--- config.mk ---
export PLATFORM = sky130hd
export DESIGN_NAME = muscl_minmod_upwind_face_flux_core
export DESIGN_NICKNAME = d
export VERILOG_FILES = /design/src/rtl/mmuf_pkg.sv /design/src/rtl/muscl_minmod_upwind_face_flux_core.sv /design/src/rtl/mmuf_slope.sv /design/src/rtl/mmuf_div3.sv /design/src/rtl/mmuf_flux.sv
export SDC_FILE = /design/constraint.sdc
export NUM_CORES = 2
export LEC_CHECK = 0
export BUFFER_PORTS_ARGS = -buffer_cell sky130_fd_sc_hd__buf_2
export CORE_MARGIN = 2
export CORE_UTILIZATION = 28
export CTS_BUF_LIST = sky130_fd_sc_hd__clkbuf_8
export DETAILED_ROUTE_END_ITERATION = 6
export HOLD_SLACK_MARGIN = 0.12
export PLACE_DENSITY = 0.53
export SYNTH_ARGS = -nofsm -noshare
export SYNTH_HDL_FRONTEND = slang
export SYNTH_SLANG_ARGS = --single-unit
export TNS_END_PERCENT = 1
--- constraint.sdc ---
create_clock -name clk -period 19.95 [get_ports clk]
set_clock_uncertainty 0.05 [all_clocks]
set_input_delay 3.99 -clock clk [delete_from_list [all_inputs] [get_ports clk]]
set_output_delay 3.99 -clock clk [all_outputs]
set_load 0.01 [all_outputs]
--- src/rtl/mmuf_pkg.sv ---
package mmuf_pkg;

    localparam int DATA_W    = 32;
    localparam int FRAC_BITS = 16;

    // slope path widths
    localparam int DIFF_W  = DATA_W + 1;
    localparam int SLOPE_W = DIFF_W + 2;
    localparam int SUM_W   = DIFF_W + 3;
    localparam int HALF_W  = SUM_W - 1;
    localparam int U_W     = SUM_W;
    localparam int PHI_W   = U_W + 1;

    // divide by three, two bits a step
    localparam int DIV_DIGITS       = U_W / 2;
    localparam int DIV_STAGES       = 3;
    localparam int DIGITS_PER_STAGE = DIV_DIGITS / DIV_STAGES;

    // flux path widths
    localparam int PROD_W  = 2 * DATA_W;
    localparam int RND_W   = PROD_W + 1;
    localparam int SHIFT_W = RND_W - FRAC_BITS;

    localparam logic signed [SUM_W-1:0] ROUND_SIX  = SUM_W'(3);
    localparam logic [U_W-1:0]          U_OFFSET   = U_W'(3) << (HALF_W - 1);
    localparam logic signed [PHI_W-1:0] Q_OFFSET   = PHI_W'(1) << (HALF_W - 1);
    localparam logic signed [RND_W-1:0] ROUND_HALF = RND_W'(1) << (FRAC_BITS - 1);

    typedef logic signed [DATA_W-1:0] data_t;
    typedef logic signed [DIFF_W-1:0] diff_t;
    typedef logic signed [SLOPE_W-1:0] slope_t;

    localparam data_t DATA_MAX = {1'b0, {(DATA_W-1){1'b1}}};
    localparam data_t DATA_MIN = {1'b1, {(DATA_W-1){1'b0}}};

    typedef struct packed {
        logic [U_W-1:0] u;
        data_t          y;
        data_t          uf;
    } slope_word_t;

    typedef struct packed {
        logic [U_W-1:0] q;
        data_t          y;
        data_t          uf;
    } quot_word_t;

    // minmod of a slope against a scaled neighbour slope
    function automatic diff_t minmod(input diff_t x, input slope_t y);
        slope_t xe;
        diff_t  r;
        xe = SLOPE_W'(x);
        r  = '0;
        if (x > 0)
        begin
            if (y > 0)
                r = (xe < y) ? x : DIFF_W'(y);
        end
        else if (x < 0)
        begin
            if (y < 0)
                r = (xe > y) ? x : DIFF_W'(y);
        end
        return r;
    endfunction

    // one radix-4 step of division by three: returns {quotient digit, remainder}
    function automatic logic [3:0] div3_digit(input logic [1:0] rem, input logic [1:0] dig);
        logic [3:0] t;
        logic [1:0] q;
        logic [3:0] r;
        t = {rem, dig};
        if (t >= 4'd9)
            q = 2'd3;
        else if (t >= 4'd6)
            q = 2'd2;
        else if (t >= 4'd3)
            q = 2'd1;
        else
            q = 2'd0;
        r = t - ((4'(q) << 1) + 4'(q));
        return {q, r[1:0]};
    endfunction

endpackage

--- src/rtl/muscl_minmod_upwind_face_flux_core.sv ---
// MUSCL face flux, kappa one third, minmod limited, upwind on the rebuilt state.
// Input channel: cell_valid / cell_stall carries one word of four cell values
// around a face (a b | c d) and the face velocity, all signed Q16.16.
// Output channel: flux_valid / flux_stall carries the flux word, saturated to
// 32 bits, with saturated set when the flux was clipped.
// An accepted input word passes through registered stages of stencil select,
// slopes and limiter, divide by three (six radix-4 digits a stage), then
// state rebuild, 32x32 multiply and rounding with clipping, each registered.
// Throughput is one word a cycle when the output is not stalled, set by the
// fully pipelined datapath.
// Each stage holds its own valid bit and advances when it is empty or the
// next stage advances, so bubbles close up under stall. While flux_stall is
// high the output word holds, the pipe fills, and cell_stall rises once
// every stage holds a word; no word is lost or repeated.
// Reset (rst_n low, asynchronous) empties the pipe; cell_stall is low out of
// reset, so the first word can be taken as soon as rst_n is released.
module muscl_minmod_upwind_face_flux_core (
    input  logic            clk,
    input  logic            rst_n,
    input  logic            cell_valid,
    output logic            cell_stall,
    input  mmuf_pkg::data_t cell_a,
    input  mmuf_pkg::data_t cell_b,
    input  mmuf_pkg::data_t cell_c,
    input  mmuf_pkg::data_t cell_d,
    input  mmuf_pkg::data_t face_velocity,
    output logic            flux_valid,
    input  logic            flux_stall,
    output mmuf_pkg::data_t face_flux,
    output logic            saturated
);

    logic                  slope_in_ready;
    logic                  slope_valid, slope_ready;
    mmuf_pkg::slope_word_t slope_word;
    logic                  quot_valid, quot_ready;
    mmuf_pkg::quot_word_t  quot_word;

    assign cell_stall = !slope_in_ready;

    mmuf_slope u_slope (
        .clk           (clk),
        .rst_n         (rst_n),
        .in_valid      (cell_valid),
        .in_ready      (slope_in_ready),
        .cell_a        (cell_a),
        .cell_b        (cell_b),
        .cell_c        (cell_c),
        .cell_d        (cell_d),
        .face_velocity (face_velocity),
        .out_valid     (slope_valid),
        .out_ready     (slope_ready),
        .out_word      (slope_word)
    );

    mmuf_div3 u_div3 (
        .clk       (clk),
        .rst_n     (rst_n),
        .in_valid  (slope_valid),
        .in_ready  (slope_ready),
        .in_word   (slope_word),
        .out_valid (quot_valid),
        .out_ready (quot_ready),
        .out_word  (quot_word)
    );

    mmuf_flux u_flux (
        .clk        (clk),
        .rst_n      (rst_n),
        .in_valid   (quot_valid),
        .in_ready   (quot_ready),
        .in_word    (quot_word),
        .flux_valid (flux_valid),
        .flux_stall (flux_stall),
        .face_flux  (face_flux),
        .saturated  (saturated)
    );

    // a clipped word carries one of the two bounds
    assert property (@(posedge clk) disable iff (!rst_n)
        (flux_valid && saturated) |->
            (face_flux == mmuf_pkg::DATA_MAX || face_flux == mmuf_pkg::DATA_MIN))
        else $error("saturated flux is not at a bound");

    // with the output free the whole pipe advances and takes input
    assert property (@(posedge clk) disable iff (!rst_n)
        !flux_stall |-> !cell_stall)
        else $error("input stalled while output is free");

    // the pipe comes out of reset empty
    assert property (@(posedge clk)
        $rose(rst_n) |-> !flux_valid)
        else $error("flux word present straight after reset");

endmodule

--- src/rtl/mmuf_slope.sv ---
module mmuf_slope (
    input  logic                  clk,
    input  logic                  rst_n,
    input  logic                  in_valid,
    output logic                  in_ready,
    input  mmuf_pkg::data_t       cell_a,
    input  mmuf_pkg::data_t       cell_b,
    input  mmuf_pkg::data_t       cell_c,
    input  mmuf_pkg::data_t       cell_d,
    input  mmuf_pkg::data_t       face_velocity,
    output logic                  out_valid,
    input  logic                  out_ready,
    output mmuf_pkg::slope_word_t out_word
);

    logic adv1, adv2, adv3;

    logic                  s1_valid_reg, s2_valid_reg, s3_valid_reg;
    mmuf_pkg::diff_t       s1_dp_reg, s1_dm_reg, s1_dp_next, s1_dm_next;
    mmuf_pkg::data_t       s1_y_reg, s1_uf_reg, s1_y_next;
    mmuf_pkg::diff_t       s2_dp_reg, s2_dm_reg, s2_dp_next, s2_dm_next;
    mmuf_pkg::data_t       s2_y_reg, s2_uf_reg;
    logic [mmuf_pkg::U_W-1:0] s3_u_reg, s3_u_next;
    mmuf_pkg::data_t       s3_y_reg, s3_uf_reg;

    logic signed [mmuf_pkg::SUM_W-1:0] sum6;
    logic signed [mmuf_pkg::HALF_W-1:0] half6;
    mmuf_pkg::data_t sel_x, sel_z;

    assign adv3     = !s3_valid_reg || out_ready;
    assign adv2     = !s2_valid_reg || adv3;
    assign adv1     = !s1_valid_reg || adv2;
    assign in_ready = adv1;

    // mirror the stencil for negative velocity so one path serves both states
    always_comb
    begin
        if (face_velocity[mmuf_pkg::DATA_W-1])
        begin
            sel_x     = cell_d;
            s1_y_next = cell_c;
            sel_z     = cell_b;
        end
        else
        begin
            sel_x     = cell_a;
            s1_y_next = cell_b;
            sel_z     = cell_c;
        end
        s1_dp_next = mmuf_pkg::DIFF_W'(sel_z) - mmuf_pkg::DIFF_W'(s1_y_next);
        s1_dm_next = mmuf_pkg::DIFF_W'(s1_y_next) - mmuf_pkg::DIFF_W'(sel_x);
    end

    always_comb
    begin
        s2_dp_next = mmuf_pkg::minmod(s1_dp_reg, mmuf_pkg::SLOPE_W'(s1_dm_reg) <<< 2);
        s2_dm_next = mmuf_pkg::minmod(s1_dm_reg, mmuf_pkg::SLOPE_W'(s1_dp_reg) <<< 2);
    end

    // offset the halved correction so the divider sees an unsigned word
    always_comb
    begin
        sum6      = mmuf_pkg::SUM_W'(s2_dm_reg) + (mmuf_pkg::SUM_W'(s2_dp_reg) <<< 1)
                    + mmuf_pkg::ROUND_SIX;
        half6     = sum6[mmuf_pkg::SUM_W-1:1];
        s3_u_next = {half6[mmuf_pkg::HALF_W-1], half6} + mmuf_pkg::U_OFFSET;
    end

    always_ff @(posedge clk or negedge rst_n)
    begin
        if (!rst_n)
        begin
            s1_valid_reg <= 1'b0;
            s2_valid_reg <= 1'b0;
            s3_valid_reg <= 1'b0;
        end
        else
        begin
            if (adv1)
                s1_valid_reg <= in_valid;
            if (adv2)
                s2_valid_reg <= s1_valid_reg;
            if (adv3)
                s3_valid_reg <= s2_valid_reg;
        end
    end

    always_ff @(posedge clk)
    begin
        if (adv1)
        begin
            s1_dp_reg <= s1_dp_next;
            s1_dm_reg <= s1_dm_next;
            s1_y_reg  <= s1_y_next;
            s1_uf_reg <= face_velocity;
        end
        if (adv2)
        begin
            s2_dp_reg <= s2_dp_next;
            s2_dm_reg <= s2_dm_next;
            s2_y_reg  <= s1_y_reg;
            s2_uf_reg <= s1_uf_reg;
        end
        if (adv3)
        begin
            s3_u_reg  <= s3_u_next;
            s3_y_reg  <= s2_y_reg;
            s3_uf_reg <= s2_uf_reg;
        end
    end

    assign out_valid   = s3_valid_reg;
    assign out_word.u  = s3_u_reg;
    assign out_word.y  = s3_y_reg;
    assign out_word.uf = s3_uf_reg;

endmodule

--- src/rtl/mmuf_div3.sv ---
module mmuf_div3 (
    input  logic                  clk,
    input  logic                  rst_n,
    input  logic                  in_valid,
    output logic                  in_ready,
    input  mmuf_pkg::slope_word_t in_word,
    output logic                  out_valid,
    input  logic                  out_ready,
    output mmuf_pkg::quot_word_t  out_word
);

    localparam int NS  = mmuf_pkg::DIV_STAGES;
    localparam int DPS = mmuf_pkg::DIGITS_PER_STAGE;

    logic                     adv       [NS];
    logic                     valid_reg [NS];
    logic                     valid_in  [NS];
    logic [mmuf_pkg::U_W-1:0] work_reg  [NS];
    logic [mmuf_pkg::U_W-1:0] work_in   [NS];
    logic [mmuf_pkg::U_W-1:0] work_next [NS];
    logic [1:0]               rem_reg   [NS-1];
    logic [1:0]               rem_in    [NS];
    logic [1:0]               rem_out   [NS];
    mmuf_pkg::data_t          y_reg     [NS];
    mmuf_pkg::data_t          y_in      [NS];
    mmuf_pkg::data_t          uf_reg    [NS];
    mmuf_pkg::data_t          uf_in     [NS];

    always_comb
    begin
        adv[NS-1] = !valid_reg[NS-1] || out_ready;
        for (int s = NS - 2; s >= 0; s--)
            adv[s] = !valid_reg[s] || adv[s+1];
    end

    assign in_ready = adv[0];

    always_comb
    begin
        valid_in[0] = in_valid;
        work_in[0]  = in_word.u;
        rem_in[0]   = 2'd0;
        y_in[0]     = in_word.y;
        uf_in[0]    = in_word.uf;
        for (int s = 1; s < NS; s++)
        begin
            valid_in[s] = valid_reg[s-1];
            work_in[s]  = work_reg[s-1];
            rem_in[s]   = rem_reg[s-1];
            y_in[s]     = y_reg[s-1];
            uf_in[s]    = uf_reg[s-1];
        end
    end

    // long division from the top digit; quotient digits replace dividend digits
    always_comb
    begin : div_steps
        logic [mmuf_pkg::U_W-1:0] w;
        logic [1:0]               r;
        logic [3:0]               qr;
        for (int s = 0; s < NS; s++)
        begin
            w = work_in[s];
            r = rem_in[s];
            for (int j = 0; j < DPS; j++)
            begin
                qr = mmuf_pkg::div3_digit(r,
                         w[2*(mmuf_pkg::DIV_DIGITS-1-s*DPS-j) +: 2]);
                w[2*(mmuf_pkg::DIV_DIGITS-1-s*DPS-j) +: 2] = qr[3:2];
                r = qr[1:0];
            end
            work_next[s] = w;
            rem_out[s]   = r;
        end
    end

    always_ff @(posedge clk or negedge rst_n)
    begin
        if (!rst_n)
        begin
            for (int s = 0; s < NS; s++)
                valid_reg[s] <= 1'b0;
        end
        else
        begin
            for (int s = 0; s < NS; s++)
                if (adv[s])
                    valid_reg[s] <= valid_in[s];
        end
    end

    always_ff @(posedge clk)
    begin
        for (int s = 0; s < NS; s++)
        begin
            if (adv[s])
            begin
                work_reg[s] <= work_next[s];
                y_reg[s]    <= y_in[s];
                uf_reg[s]   <= uf_in[s];
            end
        end
        for (int s = 0; s < NS - 1; s++)
            if (adv[s])
                rem_reg[s] <= rem_out[s];
    end

    assign out_valid   = valid_reg[NS-1];
    assign out_word.q  = work_reg[NS-1];
    assign out_word.y  = y_reg[NS-1];
    assign out_word.uf = uf_reg[NS-1];

endmodule

--- src/rtl/mmuf_flux.sv ---
module mmuf_flux (
    input  logic                 clk,
    input  logic                 rst_n,
    input  logic                 in_valid,
    output logic                 in_ready,
    input  mmuf_pkg::quot_word_t in_word,
    output logic                 flux_valid,
    input  logic                 flux_stall,
    output mmuf_pkg::data_t      face_flux,
    output logic                 saturated
);

    logic adv1, adv2, adv3;

    logic            f1_valid_reg, f2_valid_reg, f3_valid_reg;
    mmuf_pkg::data_t f1_phi_reg, f1_phi_next, f1_uf_reg;
    logic signed [mmuf_pkg::PROD_W-1:0] f2_prod_reg, f2_prod_next;
    mmuf_pkg::data_t f3_flux_reg, f3_flux_next;
    logic            f3_sat_reg, f3_sat_next;

    logic signed [mmuf_pkg::PHI_W-1:0]   phi_sum;
    logic signed [mmuf_pkg::RND_W-1:0]   rnd;
    logic signed [mmuf_pkg::SHIFT_W-1:0] shifted;
    logic [mmuf_pkg::SHIFT_W-mmuf_pkg::DATA_W:0] top_bits;

    assign adv3     = !f3_valid_reg || !flux_stall;
    assign adv2     = !f2_valid_reg || adv3;
    assign adv1     = !f1_valid_reg || adv2;
    assign in_ready = adv1;

    // drop the divider offset and add back the cell value
    always_comb
    begin
        phi_sum     = mmuf_pkg::PHI_W'(in_word.y) + $signed({1'b0, in_word.q})
                      - mmuf_pkg::Q_OFFSET;
        f1_phi_next = phi_sum[mmuf_pkg::DATA_W-1:0];
    end

    assign f2_prod_next = f1_uf_reg * f1_phi_reg;

    // round to nearest, ties upward, then clip to the word range
    always_comb
    begin
        rnd      = mmuf_pkg::RND_W'(f2_prod_reg) + mmuf_pkg::ROUND_HALF;
        shifted  = rnd[mmuf_pkg::RND_W-1:mmuf_pkg::FRAC_BITS];
        top_bits = shifted[mmuf_pkg::SHIFT_W-1:mmuf_pkg::DATA_W-1];
        if ((top_bits == '0) || (top_bits == '1))
        begin
            f3_flux_next = shifted[mmuf_pkg::DATA_W-1:0];
            f3_sat_next  = 1'b0;
        end
        else
        begin
            f3_flux_next = shifted[mmuf_pkg::SHIFT_W-1] ? mmuf_pkg::DATA_MIN
                                                        : mmuf_pkg::DATA_MAX;
            f3_sat_next  = 1'b1;
        end
    end

    always_ff @(posedge clk or negedge rst_n)
    begin
        if (!rst_n)
        begin
            f1_valid_reg <= 1'b0;
            f2_valid_reg <= 1'b0;
            f3_valid_reg <= 1'b0;
        end
        else
        begin
            if (adv1)
                f1_valid_reg <= in_valid;
            if (adv2)
                f2_valid_reg <= f1_valid_reg;
            if (adv3)
                f3_valid_reg <= f2_valid_reg;
        end
    end

    always_ff @(posedge clk)
    begin
        if (adv1)
        begin
            f1_phi_reg <= f1_phi_next;
            f1_uf_reg  <= in_word.uf;
        end
        if (adv2)
            f2_prod_reg <= f2_prod_next;
        if (adv3)
        begin
            f3_flux_reg <= f3_flux_next;
            f3_sat_reg  <= f3_sat_next;
        end
    end

    assign flux_valid = f3_valid_reg;
    assign face_flux  = f3_flux_reg;
    assign saturated  = f3_sat_reg;

endmodule

==> flow_summary.toml <==
[clock_network]
ctsHtreeMaxLevel = 4
cts_buffer_depth = 3
cts_tree = "done"
ctsHoldBuffers = 0
clk_pin_slew_ns = 0.08
cts_root_buf = "clkbuf_8"
postCtsSetupBuffers = 0
cts_made_buffers = 143
cts.sinks = 806
postCtsResizedCells = 0
clk_latency_ns = 0.91

[yosys]
yosysWarnings = 0
synth-main-ff-cell = "edfxtp_1"
syn-cell-area_sq_um = 72900
ys_seq_elements = 806
synth.distinct_cells = 83
avgSynthCellArea_sq_um = 11.0
synth_cells = 6633
synth_edf_count = 797
seq_area_frac_synth = 0.332
syn_nets = 8305
ys_async_sr_fraction = 0.0112

[global_route]
antenna_found_initial = 13
grt_pass1_wl_mm = 285
first_global_vias = 50804
grt_max_degree = 78
grtUsageTotal = 0.138
gr-total-overflow = 0

[floorplan]
num_rows = 187
dieArea_sq_um = 264000
boundaryPins = 199
core_area_sq_um = 259000
initial_core_util = 0.281
die_h_um = 514
die_x_um = 514

[timing]
rsz0062_at_grt = "no"
finalHoldViolCount = 0
worst_pin_slew_ns = 1.17
min_period_over_period = 0.513
finalSetupViolCount = 0
slew_viol_final = 0
final.setup.tns_ns = 0
fmax_mhz = 97.7
fin_crit_ns = 10.24
slew_headroom = 0.213

[layout]
nFillCells = 26460
syn_to_final_growth_pct = 10.7
drive_gt1_frac = 0.0807
fin_nets = 8484

[route]
dr_wl_met2_mm = 83.9
wl_met1_mm = 78.9
met3WireLength_mm = 12.1
drc = 0
vias = 46825
top_layer = "met5"
ant_nets = 0
drt-total-wl_mm = 180
wire_per_inst_um = 17.4
first_iter_violations = 2945
viasPerCell = 4.53
drt-pass1-iter-count = 5

[worst_setup_path]
crit_path_cell_trace = "buf_2, and3_1, and3_1, nand3_4, nor2_1, nand3_4, buf_4, inv_1, buf_2"
worstPathArrival_ns = 6.20
slowest_delay_ns = 0.49
cp_slowest_cell = "nor2_1"
crit_family = "simple AND/OR/NAND/NOR gates"
worstSetupPathType = "in2out"
cp_max_fo = 56
cp_num_buf_inv = 4
critPathRequiredTime_ns = 15.91
cp-start-kind = "primary input"
endpoint_kind = "primary output"

[place]
gp_congestion = 0.890
portBuffers = 198
hpwl_mm = 132

[job]
maxCapViolCount = 0

[worst_hold_path]
hold_class = "reg2reg"

[status]
status = "complete, no violations"
-- synth_stat cells, types with 15 or more instances --
library cell / count / area (sq um)
or3_1: 15 / 93.8
nand2b_1: 68 / 425
mux2_2: 34 / 383
and3_1: 27 / 169
or2_2: 20 / 125
mux2i_1: 76 / 761
clkbuf_1: 240 / 901
nor2_1: 149 / 559
a22o_1: 64 / 561
o21ai_0: 114 / 571
and2_1: 243 / 1520
edfxtp_1: 797 / 23900
nor3_1: 42 / 210
ha_1: 423 / 5290
nand2_1: 899 / 3370
xor2_1: 74 / 648
a21o_1: 92 / 691
nor4_1: 31 / 194
xnor2_1: 137 / 1200
nand3_1: 63 / 315
a21oi_1: 203 / 1020
o21bai_1: 19 / 143
inv_1: 1358 / 5100
fa_1: 1085 / 21700
o21a_1: 43 / 323
o211ai_1: 16 / 120
nor2b_1: 38 / 238
nand4_1: 49 / 307
-- per-stage QoR --
| step | hold slack, ns | instances | util | setup WS, ns | cell area [sq um] |
|---|---|---|---|---|---|
| 3_5_place_dp | 0.355 | 10069 | 0.300 | 9.63 | 77900 |
| 4_1_cts | 0.303 | 10330 | 0.311 | 9.61 | 80700 |
| 5_1_grt | 0.329 | 10338 | 0.311 | 9.46 | 80700 |
| 2_1_floorplan | 0.350 | 6633 | - | 4.47 | 72900 |
| 6_report | 0.318 | 10338 | 0.311 | 9.71 | 80700 |
| 3_3_place_gp | 0.351 | 10069 | 0.300 | 9.55 | 77900 |
-- layout make-up --
class | instances | area, sq um | share of cell area
Tap cell | 3402 | 4260 | 0.0528
Antenna cell | 8 | 20.0 | 0.000248
Inverter | 1358 | 5100 | 0.0632
Clock buffer | 143 | 1970 | 0.0244
Sequential cell | 806 | 24200 | 0.299
Clock inverter | 118 | 801 | 0.00993
Multi-Input combinational cell | 4218 | 42700 | 0.530
Timing Repair Buffer | 285 | 1650 | 0.0204
-- placed cells by master (no fill, tap or decap), drive strengths merged, types with 11 or more instances in the layout --
master | Yosys | final
clkbuf | 240 | 143
nand2 | 900 | 900
and2 | 243 | 243
nor2 | 149 | 149
clkinv | 0 | 48
a22o | 64 | 64
o211ai | 17 | 17
a21o | 92 | 92
nand4 | 51 | 51
or2 | 20 | 20
ha | 423 | 423
mux2 | 34 | 34
inv | 1358 | 1419
o21ai | 115 | 115
buf | 11 | 285
xor2 | 75 | 75
xnor2 | 137 | 137
a211oi | 14 | 14
or3 | 15 | 15
o21bai | 19 | 19
and3 | 27 | 27
a211o | 11 | 11
fa | 1085 | 1085
nor4 | 32 | 32
nor2b | 38 | 38
nand3 | 63 | 63
nor3 | 43 | 43
a21boi | 13 | 13
o21a | 43 | 43
edfxtp | 797 | 797
nand4b | 11 | 11
nand2b | 68 | 68
mux2i | 77 | 77
a21oi | 204 | 204
a31oi | 13 | 13
a2111oi | 11 | 11
-- layer usage --
metal  global-route usage  up-vias
met2                0.228     1410
li1                     -    21571
met4               0.0416        2
met5                    0        -
met1                0.183    23527
met3               0.0292      315
-- cell families after synthesis --
| logic type | share of synthesized area |
|---|---|
| flip-flops | 0.332 |
| XOR/XNOR | 0.0257 |
| buffers and inverters | 0.0829 |
| AND/OR/NAND/NOR | 0.109 |
| adder cells (fa/ha/maj) | 0.371 |
| multiplexers | 0.0159 |
| AO/OA/AOI/OAI | 0.0635 |
-- worst paths after layout --
| path | startpoint | end | slack [ns] | cells past startpoint |
|---|---|---|---|---|
| max in group asynchronous | rst_n | u_div3.valid_in[0] | 16.73 | 1 |
| worst min-delay path | u_div3.uf_reg[2][13] | u_flux.f1_uf_reg[13] | 0.32 | 0 |
| min in group asynchronous | rst_n | u_flux.flux_valid | 2.90 | 1 |
| worst max register to register | u_flux.f1_uf_reg[8] | u_flux.f2_prod_reg[56] | 10.60 | 31 |
| worst max-delay path | flux_stall | cell_stall | 9.71 | 9 |
| worst min register to register | u_div3.uf_reg[2][13] | u_flux.f1_uf_reg[13] | 0.32 | 0 |
Power is left out: the tool's default activity adds up to more than one toggle a clock period on the data nets, which glitch-free logic cannot reach.
